[src/sv/mbrf_pkg.sv]
// ----------------------------------------------------------------------------
// mbrf_pkg
// Shared types and constants of the monochrome bitmap rectangle fill core.
// ----------------------------------------------------------------------------
package mbrf_pkg;

    // Field widths of the item, result and configuration ports.
    localparam int OP_W       = 2;
    localparam int COORD_W    = 10;
    localparam int SIZE_W     = 11;
    localparam int WIDX_W     = 12;
    localparam int WORD_W     = 32;
    localparam int WID_REG_W  = 10;
    localparam int HGT_REG_W  = 9;
    localparam int CFG_IDX_W  = 2;
    localparam int CFG_DATA_W = 10;
    localparam int PIX_SHIFT  = 5;

    localparam logic [WORD_W-1:0] ALL_ONES = 32'hFFFF_FFFF;
    localparam logic [PIX_SHIFT-1:0] LAST_PIX = 5'd31;

    // Operation codes.
    localparam logic [OP_W-1:0] OP_READ  = 2'd0;
    localparam logic [OP_W-1:0] OP_WRITE = 2'd1;
    localparam logic [OP_W-1:0] OP_FILL  = 2'd2;

    // Configuration register indexes.
    localparam logic [CFG_IDX_W-1:0] CFG_WIDTH  = 2'd0;
    localparam logic [CFG_IDX_W-1:0] CFG_HEIGHT = 2'd1;

    localparam int WID_RESET = 512;
    localparam int HGT_RESET = 256;

    typedef enum logic [2:0] {
        ST_CLEAR,
        ST_IDLE,
        ST_EXEC,
        ST_FILL,
        ST_DRAIN,
        ST_RESP
    } t_state;

    typedef struct packed {
        logic clr_write;
        logic latch;
        logic exec;
        logic fill_issue;
        logic res_load;
    } t_dp_cmd;

    typedef struct packed {
        logic clr_done;
        logic fill_go;
        logic fill_last;
        logic out_free;
    } t_dp_sts;

endpackage

[src/sv/mbrf_ctrl.sv]
// ----------------------------------------------------------------------------
// mbrf_ctrl
// Sequencer of the fill core: store clearing, item capture, execution,
// fill word walk and result handoff.
// ----------------------------------------------------------------------------
module mbrf_ctrl (
    input  logic              i_clk,
    input  logic              i_rst_n,
    input  logic              i_in_valid,
    output logic              o_in_stall,
    input  mbrf_pkg::t_dp_sts i_sts,
    output mbrf_pkg::t_dp_cmd o_cmd
);
    import mbrf_pkg::*;

    t_state r_state;
    t_state n_state;

    always_ff @(posedge i_clk) begin
        if (!i_rst_n) begin
            r_state <= ST_CLEAR;
        end else begin
            r_state <= n_state;
        end
    end

    always_comb begin
        n_state    = r_state;
        o_cmd      = '0;
        o_in_stall = 1'b1;
        unique case (r_state)
            ST_CLEAR: begin
                o_cmd.clr_write = 1'b1;
                if (i_sts.clr_done) begin
                    n_state = ST_IDLE;
                end
            end
            ST_IDLE: begin
                o_in_stall = 1'b0;
                if (i_in_valid) begin
                    o_cmd.latch = 1'b1;
                    n_state     = ST_EXEC;
                end
            end
            ST_EXEC: begin
                o_cmd.exec = 1'b1;
                n_state    = i_sts.fill_go ? ST_FILL : ST_RESP;
            end
            ST_FILL: begin
                o_cmd.fill_issue = 1'b1;
                if (i_sts.fill_last) begin
                    n_state = ST_DRAIN;
                end
            end
            ST_DRAIN: begin
                // The last word of the fill is written back in this cycle.
                n_state = ST_RESP;
            end
            ST_RESP: begin
                if (i_sts.out_free) begin
                    o_cmd.res_load = 1'b1;
                    n_state        = ST_IDLE;
                end
            end
            default: begin
                n_state = ST_IDLE;
            end
        endcase
    end

endmodule

[config.mk]
export PLATFORM = sky130hd
export DESIGN_NAME = mbrf_ctrl
export DESIGN_NICKNAME = d
export VERILOG_FILES = /design/src/sv/mbrf_pkg.sv /design/src/sv/mbrf_ctrl.sv
export SDC_FILE = /design/constraint.sdc
export NUM_CORES = 1
export LEC_CHECK = 0
export ABC_AREA = 1
export BUFFER_PORTS_ARGS = -buffer_cell sky130_fd_sc_hd__buf_2
export CAP_MARGIN = 20
export CORE_AREA = 2 2 39 41
export CTS_CLUSTER_SIZE = 25
export DETAILED_ROUTE_END_ITERATION = 10
export DIE_AREA = 0 0 41 43
export SLEW_MARGIN = 20
export SYNTH_ARGS = -nofsm -noshare
export SYNTH_HDL_FRONTEND = slang
export SYNTH_SLANG_ARGS = --single-unit
[constraint.sdc]
create_clock -name i_clk -period 0.9 [get_ports i_clk]
set_input_delay 0.135 -clock i_clk [delete_from_list [all_inputs] [get_ports i_clk]]
set_output_delay 0.135 -clock i_clk [all_outputs]
set_load 0.01 [all_outputs]
==> metrics.md <==
| Metric | Value |
|---|---|
| Run status | `finished with violations` |
| Failing checks | `setup timing` |
| Number of core rows | `14` |
| Number of different library cells in the post-synthesis netlist | `14` |
| Number of search-and-repair iterations in the first detailed-routing pass | `4` |
| Unrepaired setup endpoints after global routing | `true` |
| Fraction of the mapped netlist area in adder cells | `0%` |
| Setup ws final | `-0.371 ns` |
| #FFs+latches synth | `3` |
| Top-level port count | `13` |
| Complex-gate fraction of the synthesized area | `6.96%` |
| Post-detailed-route via-to-cell ratio | `4.09` |
| Fin nets | `77` |
| Xor and xnor area share after synthesis | `0%` |
| Slack of the worst reg-to-reg path | `-0.27 ns` |
| Maximum net fanout on the critical path | `4` |
| Total count of hold-check failures in the final report | `0` |
| Fin Setup TNS | `-2.66 ns` |
| Mux cell area share after synthesis | `0%` |
| Worst Setup End Kind | `primary output` |
| Largest register by flop count | `r_state` |
| Gr ovfl total | `0` |
| Startpoint kind of the worst setup timing path | `flop` |
| Stage delay of the slowest cell on the critical path | `0.35 ns` |
| Startpoint of the most critical setup path | `r_state[0]` |
| Post-Synthesis Mean Instance Area | `6.69 um^2` |
| Relative slew slack | `85.2%` |
| Number of antenna repair diodes | `0` |
| Dominant combinational cell family by area after synthesis | `simple AND/OR/NAND/NOR gates` |
| CP max stage cell | `dfxtp_4` |
| Largest register FFs | `3` |
| Hold crit path type | `in2reg` |
| Family with the most delay on the worst path | `flip-flops` |
| Starting DRC count in detailed routing | `6` |
| Number of I/O port buffers | `12` |
| Core Footprint | `0.00138 mm^2` |
| Post-detailed-route count of antenna-violating nets | `0` |
| Fmax achieved | `0.787 GHz` |
| Power density of the placed cells | `3030 mW/mm^2` |
| Share of cells above drive strength 1 | `75.4%` |
| Final critical-path share of the clock period | `141%` |
| Hold-fix buffers at CTS | `0` |
| Chip height | `43 um` |
| Initial antenna violation count | `0` |
| Synthesized net count | `50` |
| Overall routing resource usage | `11.1%` |
| CP Cell Sequence | `inv_4, nor3_2, inv_1, nor2_2, buf_2` |
| Max-capacitance violation count | `0` |
| CTS H-tree depth | `1` |
| CP Buf/Inv Count | `3` |
| Leak Pwr | `0.273 nW` |
| Max rail drop VDD | `0.000983 V` |
| Endpoint with the worst hold slack | `r_state[1]` |
| Category of the critical setup timing path | `reg2out` |
| Final weighted congestion in routability-driven placement | `0.744` |
| Total vias in the final route | `348` |
| Cell at the root of the clock tree | `clkbuf_4` |
| Number of cell instances on the worst register-to-register path | `9` |
| Number of buffers between clock root and the deepest sink | `2` |
| Cell Area, Synth | `288 um^2` |
| Launch point of the worst reg-to-reg path | `r_state[0]` |
| Remaining routing DRC violations | `0` |
| Routed wire per std cell | `9.32 um` |
| Total of endpoints with negative setup slack in the final report | `9` |
| Post-synthesis instance total | `43` |
| Worst EP arrival | `1.14 ns` |
| Clock network latency to the later pin of the worst-skew pair | `0.23 ns` |
| Clock transition at path regs | `0.04 ns` |
| Core occupancy in the finished layout | `38.2%` |
| Pin count of the biggest net entering global routing | `7` |
| Most common library cell in the layout ignoring fill and taps | `buf_2` |
| TritonCTS clock tree | `done` |
| Effective utilization at floorplan | `20.8%` |
| Leading cell types in the layout, fill and taps excluded | `buf_2, buf_4, nand2_1, nor2_2, inv_1` |
| Clock buffer count from CTS | `3` |
| Die area | `0.00176 mm^2` |
| Pins Over Slew Limit | `0` |
| Warnings from Yosys | `0` |
| Vias in the first global route | `305` |
| Global-route wire length before repair | `1280 um` |
| Largest registers | `r_state: 3 flops` |
| Required @ worst endpoint | `0.76 ns` |
| Post-route clock skew | `0.00487 ns` |
| Hold_sp | `i_rst_n` |
| Area fraction in and, or, nand and nor cells after synthesis | `53.9%` |
| Clock tree sinks | `3` |
| Synth-to-layout area growth | `83.5%` |
| Total Routed Length | `792 um` |
| Tightest Pin Transition | `0.221 ns` |
| R2R Path End | `r_state[1]` |
| Final period demand of the worst path | `1.27 ns` |
| Worst Hold Path Cells | `3` |
| Power, Total | `1.60 mW` |
| Horizontal die dimension | `41 um` |
| Hpwl dp | `511 um` |
| Sequential share of the synthesized area | `20.9%` |
==> stage by stage <==
stage	setup slack [ns]	hold slack (ns)	cells	cell area [um^2]
4_1_cts	-0.391	0.143	83	495
6_report	-0.371	0.152	85	528
3_5_place_dp	-0.297	0.392	76	413
5_1_grt	-0.426	0.146	85	528
2_1_floorplan	-0.126	0.251	43	303
3_3_place_gp	-0.265	0.390	76	413
==> tightest hold or removal path: cells and delay by family <==
family	cells	cell delay, ns
buffers and inverters	1	0.12
AND/OR/NAND/NOR	2	0.10
==> metal layers <==
layer | global-route usage (%) | vias to the layer above | part of all wire, %
li1 | - | 187 | -
met1 | 14.7 | 146 | 44
met2 | 14.7 | 15 | 50
met3 | 4.71 | 0 | 5.9
met4 | 6.00 | 0 | 0
met5 | 0 | - | 0
==> power by group <==
| group | internal, mW | switching (mW) |
|---|---|---|
| Combinational | 0.533 | 0.545 |
| Clock | 0.166 | 0.0731 |
| Sequential | 0.203 | 0.0787 |
| Total | 0.901 | 0.697 |
==> final cells by class <==
type | instances | area [um^2]
clock buffer | 4 | 26.3
fill | 150 | 856
inverter | 8 | 32.5
multi-input combinational | 30 | 219
sequential | 3 | 68.8
tap | 16 | 20.0
timing repair buffer | 24 | 161
==> worst max path at each step <==
| stage | to | slack (ns) | cells after the start |
|---|---|---|---|
| detailed placement | r_state[1] | -0.30 | 7 |
| global route | o_cmd[3] | -0.43 | 5 |
| finish | o_cmd[3] | -0.37 | 5 |
| floorplan | r_state[1] | -0.13 | 8 |
| global placement | r_state[1] | -0.27 | 7 |
| CTS | o_cmd[0] | -0.39 | 4 |
==> cell families after synthesis <==
| group | after synthesis |
|---|---|
| DFF | 3 |
| AOI/OAI and AO/OA | 4 |
| and+or+nand+nor | 26 |
| buffers and inverters | 10 |
==> synthesized netlist by cell type (all sizes together) <==
library cell	n	area (um^2)
nand2	10	47.5
nor2	10	65.1
inv	8	30.0
a21oi	4	20.0
dfxtp	3	60.1
buf	2	22.5
nand3	2	20.0
nor3	2	10.0
nand4	1	6.26
nor4	1	6.26
==> repair_timing <==
action | 4_1_cts | 5_1_grt
pin swaps | 6 | 2
setup buffers | 4 | 2
endpoints found under the setup margin | 9 | 9
resized for setup | 11 | 4
(Power assumes the default switching activity.)
